<file path="src/hdl/ffpa_pkg.sv">
// Shared constants, types and result codes of the first-fit pool allocator.
package ffpa_pkg;

   localparam int POOL_BYTES_DEF   = 1024;
   localparam int HEADER_BYTES_DEF = 24;
   localparam int MAX_BLOCKS_DEF   = 32;

   localparam int REQ_W    = 16;
   localparam int STATUS_W = 2;
   localparam int OFFSET_W = 10;

   typedef enum logic [STATUS_W-1:0] {
      STATUS_GRANTED  = 2'd0,
      STATUS_BAD_SIZE = 2'd1,
      STATUS_NO_FIT   = 2'd2
   } status_type;

   // Decisions of the step unit for the table entry under evaluation.
   typedef struct packed {
      logic fit;        // free and large enough
      logic whole;      // grant without splitting
      logic split_oob;  // split header and data would pass pool end
      logic data_ok;    // granted data stays inside the pool
      logic stop;       // walk ends after this entry
   } step_flags_type;

endpackage

</file>
<file path="src/hdl/ffpa_ram.sv">
// Generic single-write, single-read RAM with registered read data.
module ffpa_ram #(
   parameter int WIDTH = 8,
   parameter int DEPTH = 32
) (
   input  logic                     clock,
   input  logic                     wr_en,
   input  logic [$clog2(DEPTH)-1:0] wr_addr,
   input  logic [WIDTH-1:0]         wr_data,
   input  logic [$clog2(DEPTH)-1:0] rd_addr,
   output logic [WIDTH-1:0]         rd_data
);

   logic [WIDTH-1:0] mem_ff [DEPTH];
   logic [WIDTH-1:0] rd_data_ff;

   always_ff @(posedge clock) begin
      if (wr_en) begin
         mem_ff[wr_addr] <= wr_data;
      end
      rd_data_ff <= mem_ff[rd_addr];
   end

   assign rd_data = rd_data_ff;

endmodule

</file>
<file path="src/hdl/ffpa_step.sv">
// Shared step unit: evaluates one block table entry of the first-fit walk.
module ffpa_step #(
   parameter int POOL_BYTES   = ffpa_pkg::POOL_BYTES_DEF,
   parameter int HEADER_BYTES = ffpa_pkg::HEADER_BYTES_DEF,
   parameter int SW           = 11,
   parameter int PW           = 13
) (
   input  logic [PW-1:0]              pos,
   input  logic [SW-1:0]              need,
   input  logic [SW-1:0]              block_size,
   input  logic                       block_used,
   input  logic                       table_full,
   input  logic                       last_entry,
   output ffpa_pkg::step_flags_type   flags,
   output logic [PW-1:0]              next_pos,
   output logic [PW-1:0]              data_offset,
   output logic [SW-1:0]              tail_size
);

   localparam logic [PW-1:0] HDR_P  = PW'(HEADER_BYTES);
   localparam logic [PW-1:0] POOL_P = PW'(POOL_BYTES);
   localparam logic [SW-1:0] HDR_S  = SW'(HEADER_BYTES);

   logic [PW-1:0] need_p;
   logic [PW-1:0] size_p;
   logic [PW-1:0] data_end;

   assign need_p      = PW'(need);
   assign size_p      = PW'(block_size);
   assign next_pos    = pos + HDR_P + size_p;
   assign data_offset = pos + HDR_P;
   assign data_end    = data_offset + need_p;
   assign tail_size   = block_size - need - HDR_S;

   assign flags.fit       = !block_used && (size_p >= need_p);
   assign flags.whole     = (size_p <= need_p + HDR_P) || table_full;
   assign flags.split_oob = (data_end + HDR_P) > POOL_P;
   assign flags.data_ok   = data_end <= POOL_P;
   assign flags.stop      = last_entry || ((next_pos + HDR_P) > POOL_P);

endmodule

</file>
<file path="src/hdl/first_fit_pool_allocator.sv">
// Top level of the first-fit pool allocator: walk sequencer, block table and result register.
//
// Usage:
//   Request channel (req_valid / req_stall / req_request_bytes) carries one allocation
//   size in bytes; it is rounded up to a multiple of 8. Each request gives exactly one
//   response on rsp_valid / rsp_stall with rsp_status (granted, bad size, no fit) and
//   rsp_data_offset (byte offset of the data area, 0 unless granted).
//   Only one request is in flight: req_stall is high from the transfer until the
//   sequencer returns to idle.
//   A bad size is answered without a walk. A walk visits one table entry per cycle
//   (one read of the table RAM per cycle through the shared step unit) and stops at the
//   first free entry that is large enough, or at the end of the table or pool. A split
//   first moves each later entry up one place in the table (a read and a write per
//   entry), then writes the tail and head entries.
//   Reset: synchronous; for one cycle after reset the sequencer writes the initial free
//   block into table entry 0 and holds req_stall high.
//   A stalled response is held in the output register; the next request is still taken
//   and walked, and its result waits in the sequencer until the register is free.
module first_fit_pool_allocator #(
   parameter int POOL_BYTES   = ffpa_pkg::POOL_BYTES_DEF,
   parameter int HEADER_BYTES = ffpa_pkg::HEADER_BYTES_DEF,
   parameter int MAX_BLOCKS   = ffpa_pkg::MAX_BLOCKS_DEF
) (
   input  logic                          clock,
   input  logic                          reset,
   input  logic                          req_valid,
   output logic                          req_stall,
   input  logic [ffpa_pkg::REQ_W-1:0]    req_request_bytes,
   output logic                          rsp_valid,
   input  logic                          rsp_stall,
   output logic [ffpa_pkg::STATUS_W-1:0] rsp_status,
   output logic [ffpa_pkg::OFFSET_W-1:0] rsp_data_offset
);

   localparam int SW     = $clog2(POOL_BYTES + 1);
   localparam int PW     = (SW + 2 > ffpa_pkg::OFFSET_W) ? SW + 2 : ffpa_pkg::OFFSET_W;
   localparam int IW     = $clog2(MAX_BLOCKS);
   localparam int CW     = $clog2(MAX_BLOCKS + 1);
   localparam int WORD_W = SW + 1;
   localparam int NW     = ffpa_pkg::REQ_W + 1;

   localparam logic [NW-1:0] ROUND_ADD  = NW'(7);
   localparam logic [NW-1:0] ROUND_MASK = ~NW'(7);
   localparam logic [NW-1:0] POOL_N     = NW'(POOL_BYTES);
   localparam logic [SW-1:0] INIT_SIZE  = SW'(POOL_BYTES - HEADER_BYTES);
   localparam logic [CW-1:0] MAX_C      = CW'(MAX_BLOCKS);

   typedef enum logic [2:0] {
      ST_INIT,
      ST_IDLE,
      ST_WALK,
      ST_SH_RD,
      ST_SH_WR,
      ST_TAIL,
      ST_HEAD,
      ST_DONE
   } state_type;

   state_type                    state_ff,      state_in;
   logic [CW-1:0]                count_ff,      count_in;
   logic [IW-1:0]                idx_ff,        idx_in;
   logic [IW-1:0]                k_ff,          k_in;
   logic [PW-1:0]                pos_ff,        pos_in;
   logic [SW-1:0]                need_ff,       need_in;
   logic [SW-1:0]                tail_ff,       tail_in;
   ffpa_pkg::status_type         status_ff,     status_in;
   logic [ffpa_pkg::OFFSET_W-1:0] offset_ff,    offset_in;
   logic                         rsp_valid_ff,  rsp_valid_in;
   ffpa_pkg::status_type         rsp_status_ff, rsp_status_in;
   logic [ffpa_pkg::OFFSET_W-1:0] rsp_off_ff,   rsp_off_in;

   logic                 ram_we;
   logic [IW-1:0]        ram_waddr;
   logic [WORD_W-1:0]    ram_wdata;
   logic [IW-1:0]        ram_raddr;
   logic [WORD_W-1:0]    ram_rdata;

   logic [NW-1:0]        need_round;
   logic [CW-1:0]        next_idx;
   logic [CW-1:0]        k_dec;
   logic                 table_full;
   logic                 last_entry;

   ffpa_pkg::step_flags_type step_flags;
   logic [PW-1:0]        step_next_pos;
   logic [PW-1:0]        step_offset;
   logic [SW-1:0]        step_tail;

   ffpa_ram #(
      .WIDTH (WORD_W),
      .DEPTH (MAX_BLOCKS)
   ) u_table (
      .clock   (clock),
      .wr_en   (ram_we),
      .wr_addr (ram_waddr),
      .wr_data (ram_wdata),
      .rd_addr (ram_raddr),
      .rd_data (ram_rdata)
   );

   ffpa_step #(
      .POOL_BYTES   (POOL_BYTES),
      .HEADER_BYTES (HEADER_BYTES),
      .SW           (SW),
      .PW           (PW)
   ) u_step (
      .pos         (pos_ff),
      .need        (need_ff),
      .block_size  (ram_rdata[SW-1:0]),
      .block_used  (ram_rdata[SW]),
      .table_full  (table_full),
      .last_entry  (last_entry),
      .flags       (step_flags),
      .next_pos    (step_next_pos),
      .data_offset (step_offset),
      .tail_size   (step_tail)
   );

   assign need_round = ({1'b0, req_request_bytes} + ROUND_ADD) & ROUND_MASK;
   assign next_idx   = CW'(idx_ff) + CW'(1);
   assign k_dec      = CW'(k_ff) - CW'(1);
   assign table_full = count_ff >= MAX_C;
   assign last_entry = next_idx >= count_ff;

   always_comb begin
      state_in      = state_ff;
      count_in      = count_ff;
      idx_in        = idx_ff;
      k_in          = k_ff;
      pos_in        = pos_ff;
      need_in       = need_ff;
      tail_in       = tail_ff;
      status_in     = status_ff;
      offset_in     = offset_ff;
      rsp_valid_in  = rsp_valid_ff;
      rsp_status_in = rsp_status_ff;
      rsp_off_in    = rsp_off_ff;
      ram_we        = 1'b0;
      ram_waddr     = idx_ff;
      ram_wdata     = '0;
      ram_raddr     = next_idx[IW-1:0];

      if (rsp_valid_ff && !rsp_stall) begin
         rsp_valid_in = 1'b0;
      end

      case (state_ff)
         ST_INIT: begin
            ram_we    = 1'b1;
            ram_waddr = '0;
            ram_wdata = {1'b0, INIT_SIZE};
            count_in  = CW'(1);
            state_in  = ST_IDLE;
         end
         ST_IDLE: begin
            ram_raddr = '0;
            if (req_valid) begin
               idx_in  = '0;
               pos_in  = '0;
               need_in = need_round[SW-1:0];
               if (need_round == '0 || need_round > POOL_N) begin
                  status_in = ffpa_pkg::STATUS_BAD_SIZE;
                  offset_in = '0;
                  state_in  = ST_DONE;
               end else begin
                  state_in = ST_WALK;
               end
            end
         end
         ST_WALK: begin
            if (step_flags.fit) begin
               if (step_flags.data_ok) begin
                  status_in = ffpa_pkg::STATUS_GRANTED;
                  offset_in = step_offset[ffpa_pkg::OFFSET_W-1:0];
               end else begin
                  status_in = ffpa_pkg::STATUS_NO_FIT;
                  offset_in = '0;
               end
               if (step_flags.whole) begin
                  ram_we    = 1'b1;
                  ram_waddr = idx_ff;
                  ram_wdata = {1'b1, ram_rdata[SW-1:0]};
                  state_in  = ST_DONE;
               end else if (step_flags.split_oob) begin
                  status_in = ffpa_pkg::STATUS_NO_FIT;
                  offset_in = '0;
                  state_in  = ST_DONE;
               end else begin
                  tail_in  = step_tail;
                  k_in     = count_ff[IW-1:0];
                  state_in = (count_ff > next_idx) ? ST_SH_RD : ST_TAIL;
               end
            end else if (step_flags.stop) begin
               status_in = ffpa_pkg::STATUS_NO_FIT;
               offset_in = '0;
               state_in  = ST_DONE;
            end else begin
               idx_in = next_idx[IW-1:0];
               pos_in = step_next_pos;
            end
         end
         ST_SH_RD: begin
            ram_raddr = k_dec[IW-1:0];
            state_in  = ST_SH_WR;
         end
         ST_SH_WR: begin
            ram_we    = 1'b1;
            ram_waddr = k_ff;
            ram_wdata = ram_rdata;
            k_in      = k_dec[IW-1:0];
            state_in  = (k_dec > next_idx) ? ST_SH_RD : ST_TAIL;
         end
         ST_TAIL: begin
            ram_we    = 1'b1;
            ram_waddr = next_idx[IW-1:0];
            ram_wdata = {1'b0, tail_ff};
            state_in  = ST_HEAD;
         end
         ST_HEAD: begin
            ram_we    = 1'b1;
            ram_waddr = idx_ff;
            ram_wdata = {1'b1, need_ff};
            count_in  = count_ff + CW'(1);
            state_in  = ST_DONE;
         end
         ST_DONE: begin
            if (!rsp_valid_ff || !rsp_stall) begin
               rsp_valid_in  = 1'b1;
               rsp_status_in = status_ff;
               rsp_off_in    = offset_ff;
               state_in      = ST_IDLE;
            end
         end
         default: begin
            state_in = ST_INIT;
         end
      endcase
   end

   always_ff @(posedge clock) begin
      if (reset) begin
         state_ff     <= ST_INIT;
         count_ff     <= '0;
         rsp_valid_ff <= 1'b0;
      end else begin
         state_ff     <= state_in;
         count_ff     <= count_in;
         rsp_valid_ff <= rsp_valid_in;
      end
      idx_ff        <= idx_in;
      k_ff          <= k_in;
      pos_ff        <= pos_in;
      need_ff       <= need_in;
      tail_ff       <= tail_in;
      status_ff     <= status_in;
      offset_ff     <= offset_in;
      rsp_status_ff <= rsp_status_in;
      rsp_off_ff    <= rsp_off_in;
   end

   assign req_stall       = (state_ff != ST_IDLE);
   assign rsp_valid       = rsp_valid_ff;
   assign rsp_status      = rsp_status_ff;
   assign rsp_data_offset = rsp_off_ff;

endmodule

</file>
<file path="config.mk">
export PLATFORM = sky130hd
export DESIGN_NAME = first_fit_pool_allocator
export DESIGN_NICKNAME = d
export VERILOG_FILES = /design/src/hdl/ffpa_pkg.sv /design/src/hdl/ffpa_ram.sv /design/src/hdl/ffpa_step.sv /design/src/hdl/first_fit_pool_allocator.sv
export SDC_FILE = /design/constraint.sdc
export NUM_CORES = 1
export LEC_CHECK = 0
export BUFFER_PORTS_ARGS = -buffer_cell sky130_fd_sc_hd__clkbuf_2
export CAP_MARGIN = 15
export CELL_PAD_IN_SITES_DETAIL_PLACEMENT = 2
export CELL_PAD_IN_SITES_GLOBAL_PLACEMENT = 2
export CORE_MARGIN = 2
export CORE_UTILIZATION = 41
export CTS_CLUSTER_DIAMETER = 40
export DETAILED_ROUTE_END_ITERATION = 16
export PLACE_DENSITY_LB_ADDON = 0.2
export SLEW_MARGIN = 5
export SYNTH_ARGS = -nofsm -noshare
export SYNTH_HDL_FRONTEND = slang
export SYNTH_SLANG_ARGS = --single-unit
</file>
<file path="constraint.sdc">
create_clock -name clock -period 3.9 [get_ports clock]
set_clock_uncertainty 0.2 [all_clocks]
set_input_delay 0.78 -clock clock [delete_from_list [all_inputs] [get_ports clock]]
set_output_delay 0.78 -clock clock [all_outputs]
set_load 0.1 [all_outputs]
</file>
==> results.ini <==
[status]
outcome = complete, but fails checks
violations = negative setup slack

[logic_synthesis]
synth_ff_type = edfxtp_1
synth_area_per_cell_sq_um = 12.7
synth.ff_latch_count = 472
synthArstFlopShare_pct = 0
yosys_warnings = 0
synth_cells = 1746
syn_nets = 1840
netlist_area_sq_um = 22200
synth_edf_count = 450
ys_types = 84
seq_area_frac_synth_pct = 63.0

[timing]
tightest_slew_ns = 1.01
final.setup.tns_ns = -96.97
hold_ws_ns = 0.219
period_share_pct = 111
relSlewSlack_pct = 32.5
fmax_mhz = 230
slew_viol_final = 0
worst_slack_ns = -0.442
hold_viol_final = 0
setup_viol = 718
finalCriticalPeriod_ns = 4.34
grt_setup_unrepaired = true

[power_and_ir_drop]
leakage_nw = 10.4
p_per_area_nw_per_um2 = 810
ir_drop_mv = 0.417
swShare_pct = 39.2
seq_power_share_pct = 28.9
p_clk_share_pct = 32.0
p_switching_mw = 9.21
intPower_mw = 14.3
p_comb_share_pct = 39.1

[floorplanning]
die_y_um = 236
ios = 34
start_util_pct = 41.3
design.core.area_sq_um = 53600
die_w_um = 236
die_area_sq_um = 55900
num_rows = 85

[clock_tree]
insertion_delay_ns = 0.65
htreeDepth = 3
clk_pin_slew_ns = 0.06
clockRootBuffer = clkbuf_16
cts.sink_count = 472
numCtsBuffers = 83
cts_tree = yes
postCtsHoldBufs = 0
clockBufferDepth = 3

[job]
drv_cap = 0

[placement]
io_buffer_count = 33
post-dp-hpwl_mm = 48.6
place.gp.congestion = 0.827

[min_path]
hold_class = register to register

[critical_path]
start_kind = register
end_kind = register
crit_path_cell_trace = inv_2 -> ha_4 -> nor2_4 -> xor2_2 -> buf_4 -> ha_4 -> nor2b_1 -> a221oi_1 -> nand3_2 -> nor4_1 -> a311o_1 -> a32oi_2 -> a31o_4 -> nor3_4 -> buf_12
crit_fanout = 11
worstPathArrival_ns = 4.48
crit_slowest_cell = edfxtp_1
crit_buf_inv = 3
max_stage_delay_ns = 0.45
crit_required_ns = 4.04
crit_type = register to register
cp_common_cell = ha_4
critPathTopFamily = compound AO/OA/AOI/OAI gates

[grt]
antenna_found_initial = 3
grt.total_usage_pct = 28.2
grt_pass1_wl_mm = 117
overflow = 0
grt_start_max_net_pins = 48
grt_pass1_vias = 18100

[routing]
drcViolationCount = 0
first_iter_violations = 1522
routedWlPerCell_um = 33.2
first_pass_iters = 6
via_per_inst = 6.17
drtAntennaViolNets = 0
num_vias = 17000
finalWirelength_mm = 91.8

[final_layout]
drive_gt1_share_pct = 26.7
final_cell_mix = edfxtp_1 (450), a211oi_1 (182), nand2_1 (149), buf_4 (143), clkbuf_16 (88)
area_delta_synth_final_pct = 31.0
final_common_cell = edfxtp_1
fin_nets = 2089
fin_util_pct = 54.2

[registers in the layout, indices dropped and copies added (netlist names)]
register / flops
offset_ff: 10
pos_ff: 13
u_table.rd_data: 12
tail_ff: 11
rsp_status: 2
k_ff: 5
count_ff: 6
status_ff: 2
need_ff: 8
rsp_data_offset: 10
rsp_valid: 1
state_ff: 3
u_table.mem_ff: 384
idx_ff: 5
[path summary, 6_finish.rpt]
path	from	endpoint	slack [ns]	cells past startpoint
hold / removal	offset_ff[0]$_SDFFCE_PN0P_	rsp_data_offset[0]$_DFFE_PP_	0.22	0
hold reg to reg	offset_ff[0]$_SDFFCE_PN0P_	rsp_data_offset[0]$_DFFE_PP_	0.22	0
setup reg to reg	pos_ff[4]$_SDFFCE_PN0P_	tail_ff[6]$_DFFE_PP_	-0.44	15
setup / recovery	pos_ff[4]$_SDFFCE_PN0P_	tail_ff[6]$_DFFE_PP_	-0.44	15
[cell type report]
type / instances / area [sq um]
fill: 4930 / 24600
sequential: 472 / 14000
multi-input combinational: 1115 / 8490
timing repair buffer: 257 / 2650
clock buffer: 92 / 2130
tap: 696 / 871
clock inverter: 60 / 674
inverter: 66 / 250
antenna: 2 / 5.00
[logic make-up (layout without fill, tap and decap cells)]
family / Yosys count / after routing / synth area share [%]
xor gates and xnor gates: 51 / 51 / 2.02
muxes: 51 / 51 / 2.30
buffers and inverters: 160 / 475 / 2.99
DFF: 472 / 472 / 63.0
and+or+nand+nor: 475 / 475 / 10.7
adders and majority gates: 74 / 74 / 4.25
other: 0 / 2 / 0
AOI/OAI and AO/OA: 463 / 464 / 14.7
[through the flow]
step / cell area [sq um] / std cells / total power [mW] / setup WS, ns
floorplan: 22200 / 1746 / 10.8 / 0.0185
detailed placement: 24700 / 2555 / 14.1 / -0.335
global route: 29000 / 2758 / 24.1 / -0.514
finish: 29000 / 2760 / 23.5 / -0.442
CTS: 28000 / 2727 / 22.0 / -0.00643
global placement: 24700 / 2555 / 13.7 / -0.0627
[power groups by stage]
stage          combinational (mW)  clock, mW  sequential, mW
6_report                     9.19       7.52            6.80
5_1_grt                      9.55       7.77            6.80
4_1_cts                      7.84       7.45            6.73
3_5_place_dp                 7.24          0            6.82
3_3_place_gp                 6.86          0            6.79
2_1_floorplan                4.07          0            6.74
[Yosys cell counts (4+ instances only)]
library cell,n,area (sq um)
ha_1,72,901
o2111ai_1,5,43.8
a221o_1,6,60.1
nor4_1,6,37.5
nor3_2,4,40.0
nor2b_1,55,344
nor3_1,15,75.1
o21a_1,8,60.1
nand2b_1,8,50.1
buf_1,6,22.5
inv_1,66,248
and2_1,56,350
o21ai_0,36,180
o22ai_1,4,25.0
or2_2,7,43.8
a2111o_1,4,45.0
a21o_1,22,165
nand3_1,14,70.1
xnor2_1,34,298
nor2_1,111,417
nor3b_1,8,60.1
a211oi_1,185,1390
or3_1,4,25.0
nand4_1,8,50.1
a31oi_1,56,350
mux2i_1,51,510
nand2_1,159,597
xor2_1,17,149
buf_2,25,125
a21oi_1,75,375
o211ai_1,6,45.0
a22o_1,4,35.0
clkbuf_1,59,221
dfxtp_1,22,440
edfxtp_1,450,13500
[layer usage]
layer | vias up | global-route usage, % | part of all wire (%)
met4 | 0 | 12.1 | 4.7
met5 | - | 0 | 0
met3 | 254 | 5.63 | 5.3
met2 | 682 | 49.1 | 52
met1 | 8893 | 34.0 | 38
li1 | 7192 | - | -
[what timing repair did]
item | 4_1_cts | 5_1_grt
pin swaps | 22 | 44
cloned | 2 | 7
setup buffers | 18 | 24
endpoints found under the setup margin | 796 | 566
resized for setup | 56 | 164
Power figures use the tool's default switching activity.
